`src/rtl/core/mts_pkg.sv`:
```
package mts_pkg;

  // data path width of the stored values
  localparam int DATA_W = 32;

  // default stack depth
  localparam int DEPTH_DEF = 16;

  // operation codes
  localparam logic [1:0] OP_PUSH = 2'd0;
  localparam logic [1:0] OP_POP  = 2'd1;
  localparam logic [1:0] OP_PEEK = 2'd2;

  // status codes
  localparam logic [1:0] STAT_OK        = 2'd0;
  localparam logic [1:0] STAT_OVERFLOW  = 2'd1;
  localparam logic [1:0] STAT_UNDERFLOW = 2'd2;

  // control sequencer states
  typedef enum logic [1:0] {
    S_IDLE = 2'b01,
    S_FILL = 2'b10
  } state_t;

endpackage

```
`src/rtl/core/mts_ram.sv`:
```
module mts_ram #(
  parameter int DEPTH = mts_pkg::DEPTH_DEF,
  parameter int AW    = $clog2(DEPTH)
) (
  input  logic                      clk,
  input  logic                      wr_en,
  input  logic [AW-1:0]             wr_addr,
  input  logic [mts_pkg::DATA_W-1:0] wr_data,
  input  logic [AW-1:0]             rd_addr,
  output logic [mts_pkg::DATA_W-1:0] rd_data
);
  import mts_pkg::*;

  logic [DATA_W-1:0] mem [DEPTH];

  // single write port, registered read port
  always_ff @(posedge clk) begin
    if (wr_en) begin
      mem[wr_addr] <= wr_data;
    end
    rd_data <= mem[rd_addr];
  end

endmodule

```
`src/rtl/core/min_tracking_stack.sv`:
```
// push, peek and refused ops give their result in the cycle after the transaction
// a removing pop waits in S_FILL for the registered ram reads, then registers its result
// one item per cycle for push, peek and refused ops while no stalled result holds the input
// a pop stalls the input in S_FILL during the registered read of the value and min rams
// reset: counters, state and output valid are cleared; ram contents stay undefined
module min_tracking_stack #(
  parameter int DEPTH = mts_pkg::DEPTH_DEF
) (
  input  logic                             clk,
  input  logic                             rst_n,
  input  logic                             in_valid,
  output logic                             in_stall,
  input  logic [1:0]                       in_op,
  input  logic signed [mts_pkg::DATA_W-1:0] in_value,
  output logic                             out_valid,
  input  logic                             out_stall,
  output logic signed [mts_pkg::DATA_W-1:0] out_top_value,
  output logic signed [mts_pkg::DATA_W-1:0] out_min_value,
  output logic                             out_is_empty,
  output logic [1:0]                       out_status
);
  import mts_pkg::*;

  localparam int AW = $clog2(DEPTH);
  localparam int CW = $clog2(DEPTH + 1);

  state_t                    state_r, state_nxt;
  logic [CW-1:0]             cnt_r, cnt_nxt;
  logic [CW-1:0]             mcnt_r, mcnt_nxt;
  logic signed [DATA_W-1:0]  top_r, top_nxt;
  logic signed [DATA_W-1:0]  min_r, min_nxt;
  logic                      min_pop_r, min_pop_nxt;
  logic                      out_valid_r;
  logic signed [DATA_W-1:0]  out_top_r, out_min_r;
  logic                      out_empty_r;
  logic [1:0]                out_status_r;

  logic                      in_acc;
  logic                      load_out;
  logic [1:0]                stat;
  logic                      wr_val, wr_min;
  logic [CW-1:0]             cnt_m2, mcnt_m2;
  logic [DATA_W-1:0]         val_rd, min_rd;
  logic                      empty_nxt;

  // handshake
  assign in_stall = (state_r != S_IDLE) || (out_valid_r && out_stall);
  assign in_acc   = in_valid && !in_stall;

  // read addresses point at the entries below the current tops
  assign cnt_m2  = cnt_r - CW'(2);
  assign mcnt_m2 = mcnt_r - CW'(2);

  // value stack entries
  mts_ram #(.DEPTH(DEPTH), .AW(AW)) u_val_ram (
    .clk     (clk),
    .wr_en   (wr_val),
    .wr_addr (cnt_r[AW-1:0]),
    .wr_data (in_value),
    .rd_addr (cnt_m2[AW-1:0]),
    .rd_data (val_rd)
  );

  // auxiliary min stack entries
  mts_ram #(.DEPTH(DEPTH), .AW(AW)) u_min_ram (
    .clk     (clk),
    .wr_en   (wr_min),
    .wr_addr (mcnt_r[AW-1:0]),
    .wr_data (in_value),
    .rd_addr (mcnt_m2[AW-1:0]),
    .rd_data (min_rd)
  );

  // operation sequencer, top entries cached in registers
  always_comb begin
    state_nxt   = state_r;
    cnt_nxt     = cnt_r;
    mcnt_nxt    = mcnt_r;
    top_nxt     = top_r;
    min_nxt     = min_r;
    min_pop_nxt = min_pop_r;
    stat        = STAT_OK;
    load_out    = 1'b0;
    wr_val      = 1'b0;
    wr_min      = 1'b0;
    case (state_r)
      S_IDLE: begin
        if (in_acc) begin
          case (in_op)
            OP_PUSH: begin
              load_out = 1'b1;
              if (cnt_r == CW'(DEPTH)) begin
                stat = STAT_OVERFLOW;
              end else begin
                wr_val  = 1'b1;
                cnt_nxt = cnt_r + CW'(1);
                top_nxt = in_value;
                if ((mcnt_r == '0 || in_value <= min_r) && mcnt_r < CW'(DEPTH)) begin
                  wr_min   = 1'b1;
                  mcnt_nxt = mcnt_r + CW'(1);
                  min_nxt  = in_value;
                end
              end
            end
            OP_POP: begin
              if (cnt_r == '0) begin
                load_out = 1'b1;
                stat     = STAT_UNDERFLOW;
              end else begin
                cnt_nxt   = cnt_r - CW'(1);
                state_nxt = S_FILL;
                if (mcnt_r != '0 && top_r == min_r) begin
                  mcnt_nxt    = mcnt_r - CW'(1);
                  min_pop_nxt = 1'b1;
                end else begin
                  min_pop_nxt = 1'b0;
                end
              end
            end
            default: begin
              load_out = 1'b1;
            end
          endcase
        end
      end
      S_FILL: begin
        // ram data for the new tops is back
        top_nxt   = val_rd;
        if (min_pop_r) begin
          min_nxt = min_rd;
        end
        load_out  = 1'b1;
        state_nxt = S_IDLE;
      end
      default: begin
        state_nxt = S_IDLE;
      end
    endcase
  end

  assign empty_nxt = (cnt_nxt == '0);

  // control registers
  always_ff @(posedge clk) begin
    if (!rst_n) begin
      state_r     <= S_IDLE;
      cnt_r       <= '0;
      mcnt_r      <= '0;
      min_pop_r   <= 1'b0;
      out_valid_r <= 1'b0;
    end else begin
      state_r   <= state_nxt;
      cnt_r     <= cnt_nxt;
      mcnt_r    <= mcnt_nxt;
      min_pop_r <= min_pop_nxt;
      if (load_out) begin
        out_valid_r <= 1'b1;
      end else if (!out_stall) begin
        out_valid_r <= 1'b0;
      end
    end
  end

  // cached tops and output payload
  always_ff @(posedge clk) begin
    top_r <= top_nxt;
    min_r <= min_nxt;
    if (load_out) begin
      out_top_r    <= empty_nxt ? -DATA_W'(1) : top_nxt;
      out_min_r    <= (empty_nxt || mcnt_nxt == '0) ? '0 : min_nxt;
      out_empty_r  <= empty_nxt;
      out_status_r <= stat;
    end
  end

  assign out_valid     = out_valid_r;
  assign out_top_value = out_top_r;
  assign out_min_value = out_min_r;
  assign out_is_empty  = out_empty_r;
  assign out_status    = out_status_r;

endmodule

```
`config.mk`:
```
export PLATFORM = sky130hd
export DESIGN_NAME = min_tracking_stack
export DESIGN_NICKNAME = d
export VERILOG_FILES = /design/src/rtl/core/mts_pkg.sv /design/src/rtl/core/mts_ram.sv /design/src/rtl/core/min_tracking_stack.sv
export SDC_FILE = /design/constraint.sdc
export NUM_CORES = 1
export LEC_CHECK = 0
export BUFFER_PORTS_ARGS = -buffer_cell sky130_fd_sc_hd__buf_4
export CORE_ASPECT_RATIO = 0.8
export CORE_MARGIN = 2
export CORE_UTILIZATION = 45
export DETAILED_ROUTE_END_ITERATION = 12
export PLACE_DENSITY = 0.61
export RECOVER_POWER = 100
export SLEW_MARGIN = 20
export SYNTH_ARGS = -nofsm -noshare
export SYNTH_HDL_FRONTEND = slang
export SYNTH_HIERARCHICAL = 1
export SYNTH_SLANG_ARGS = --single-unit
```
`constraint.sdc`:
```
create_clock -name clk -period 13.67 [get_ports clk]
set_input_delay 3.4175 -clock clk [delete_from_list [all_inputs] [get_ports clk]]
set_output_delay 3.4175 -clock clk [all_outputs]
set_load 0.05 [all_outputs]
```
==> impl_metrics.py <==
metrics = {
    "run_status": {
        "run_status": "complete, but fails checks",
        "violations": "max-capacitance violations, max-slew violations",
    },
    "floorplan": {
        "die_width_um": 369.0,
        "dieArea_um2": 109200,
        "core_region_area_um2": 106000,
        "num_rows": 107,
        "dieHeight_um": 296.0,
        "start_util_pct": 45.24,
        "ios": 107,
    },
    "synthesis": {
        "synthesis.area_um2": 47970,
        "yosys.cell_types.count": 66,
        "synthesis.yosys.warnings": 6,
        "synth.cells.most_frequent": "edfxtp_1, mux4_2, nand2_1",
        "synth_nets": 2631,
        "postSynthAreaPerCell_um2": 18.82,
        "synth_most_common_cell": "edfxtp_1",
        "number_of_enable_flip_flop_cells_after_synthesis": 1091,
        "synthTopCellsByArea": "edfxtp_1, mux4_2, dfxtp_1",
        "post_synth_inst_count": 2549,
        "postSynth.topFlopCell": "edfxtp_1",
        "synthArstFlopShare_pct": 0,
        "cell_taking_the_most_area_after_synthesis": "edfxtp_1",
        "synthDominantCellAreaShare_pct": 68.29,
        "ys_seq_area_share_pct": 74.22,
        "ys_ff_latch": 1233,
    },
    "clock_network": {
        "cts_inserted_buffers": 118,
        "tritoncts": "yes",
        "worstSkewPairLatency_ns": 0.71,
        "htree_num_levels": 3,
        "root_buffer": "clkbuf_16",
        "maximum_clock_insertion_buffer_count": 3,
        "post_cts_buffers": 0,
        "clock-sinks": 1233,
        "cts-resized-gates": 0,
        "cts-hold-fix-buffers": 0,
        "clk_transition_reported_paths_ns": 0.06,
    },
    "finish": {
        "antenna-diode-count": 0,
        "nNetsFinal": 2785,
        "layout-area-overhead-vs-synth_pct": 11.92,
        "register_area_um2": 35610,
        "fillCellCount": 8678,
        "multi_input_comb_area_um2": 11180,
        "share_of_cells_above_drive_strength_1_pct": 17.74,
    },
    "global_route": {
        "wire_length_of_the_first_global_routing_pass_mm": 182.6,
        "grt_antenna_before_repair": 6,
        "globalRouteOverflowTotal": 0,
        "top_usage_layer_grt": "met1",
        "use_met1_pct": 35.58,
        "number_of_global_route_vias_before_repair": 25820,
        "pin_count_of_the_biggest_net_entering_global_routing": 71,
        "grt.total_usage_pct": 23.34,
        "grtUsageMet2_pct": 33.88,
        "globalRouteMet3Util_pct": 5.663,
    },
    "setup_path": {
        "critical_path_required_ns": 13.97,
        "cp-end-kind": "register",
        "crit_type": "in -> reg",
        "worst_r2r_path_depth": 11,
        "worstPathArrival_ns": 10.52,
        "timing.critical_path.fanout_max": 35,
        "crit_path_start_kind": "input pin",
    },
    "detailed_routing": {
        "finalWirelength_mm": 126.9,
        "detailroute.via_count": 25850,
        "detail_route.iter0.violations": 3449,
        "dr.pass1.iters": 6,
        "postRouteAntennaNets": 0,
        "remaining_drc_errors": 0,
        "wl_per_cell_um": 30.05,
        "routed_via_density": 6.121,
    },
    "placed_design": {
        "place_hpwl_mm": 79.30,
        "gp_routability_congestion": 0.9795,
        "portBuffers": 106,
    },
    "timing": {
        "worst-slew-pin-transition_ns": 3.536,
        "setup_total_negative_slack_ns": 0,
        "clock-skew-final_ns": 0.02652,
        "final_min_period_over_clock_period_pct": 74.73,
        "finalSetupViolations": 0,
        "final_hold_viol_count": 0,
        "rsz_0062_raised_after_global_routing": "false",
        "drv_slew": 1644,
        "max_freq_mhz": 97.89,
        "remaining_max_slew_budget_at_the_tightest_pin_pct": -137.0,
        "timing.final.crit_period_ns": 10.22,
    },
    "power": {
        "power_density_nw_per_um2": 159.1,
        "static_leakage_nw": 17.41,
        "power.total_mw": 8.541,
        "irDropWorstVdd_uv": 115.7,
    },
    "worst_hold_path": {
        "min_delay_path_depth": 2,
        "worstHoldPathType": "reg -> reg",
    },
    "run": {
        "max-cap-violations": 73,
    },
}
-- power breakdown --
| group | switching, mW | internal, mW | total [mW] |
|---|---|---|---|
| registers | 0.113 | 4.24 | 4.35 |
| logic | 0.662 | 0.305 | 0.967 |
| clock network | 1.37 | 1.85 | 3.22 |
-- cells by family after synthesis --
logic type / count (synthesis) / share of synthesized area (%)
compound gates: 400 / 6.445
xor+xnor: 39 / 0.7120
fa+ha+maj: 44 / 1.148
buf+inv: 256 / 2.316
flops: 1233 / 74.22
mux: 257 / 12.04
simple gates: 320 / 3.119
-- layout by cell type (no fill, tap or decap), types with 9 or more instances in the layout --
cell / netlist / final
edfxtp_1: 1091 / 1091
mux4_2: 256 / 256
clkbuf_1: 79 / 189
nand2_1: 180 / 180
dfxtp_1: 142 / 139
a22oi_1: 130 / 130
clkbuf_16: 0 / 121
inv_1: 108 / 106
a21oi_1: 61 / 61
o21ai_0: 41 / 44
ha_1: 44 / 42
a222oi_1: 40 / 40
nor2_1: 39 / 34
xnor2_1: 34 / 34
a22o_1: 32 / 32
a211oi_1: 4 / 29
buf_4: 19 / 29
o211ai_1: 22 / 22
clkinv_2: 0 / 22
nand4_1: 18 / 18
nor3_1: 13 / 14
nand3_1: 13 / 13
clkbuf_8: 0 / 13
nor2b_1: 14 / 10
clkinv_1: 0 / 9
-- state kept, by name, indices dropped and copies added (netlist names), 32 cells and up --
| register | flops |
|---|---|
| u_min_ram/mem | 512 |
| u_val_ram/mem | 512 |
| min_r | 32 |
| out_min_value | 32 |
| out_top_value | 32 |
| top_r | 32 |
| u_min_ram/rd_data | 32 |
| u_val_ram/rd_data | 32 |
-- worst paths after layout --
| kind | startpoint | end | slack [ns] |
|---|---|---|---|
| max | in_value[19] | u_min_ram/mem[14][17] | 3.45 |
| min | u_val_ram/rd_data[11] | top_r[11] | 0.49 |
| max reg2reg | mcnt_r[1] | out_min_value[17] | 4.10 |
| min reg2reg | u_val_ram/rd_data[11] | top_r[11] | 0.49 |
-- final cells by class --
cell class              instances  share of cell area [%]
clock buffers                 174                   6.252
well taps                    1417                   3.302
multi-input cells            1060                   20.83
flip-flops and latches       1233                   66.33
inverters                     108                  0.7597
clock inverters                50                  0.9112
repair buffers                182                   1.615
-- critical path, stage by stage --
cell and delay (ns):
clkbuf_1 1.05, ha_1 0.44, a21oi_1 0.16, o21ai_0 0.16, a221o_1 0.34, nor3_1 0.58
and4_1 0.34, o21ai_0 0.10, clkbuf_1 0.27, inv_1 0.19, nand3_1 0.16, nor2_1 2.02
clkbuf_1 1.25
-- per-layer routing --
layer / vias up / share of wire (%)
met5: - / 0.038
met4: 8 / 2.3
met3: 198 / 10
met2: 1283 / 43
met1: 13700 / 44
li1: 10670 / -
-- metrics by stage --
step                setup slack, ns  util [%]  instance area (um^2)  instances  hold WS, ns
floorplan                     5.499         -                 47970       2549       0.4417
global placement              5.848     47.79                 50670       3994       0.4783
detailed placement            5.616     47.87                 50750       3997       0.4688
CTS                           6.324     51.49                 54600       4221       0.4915
global route                  3.141     50.64                 53690       4224       0.5161
finish                        3.454     50.64                 53690       4224       0.4906
Note: power is estimated with default switching activity, not from simulation.
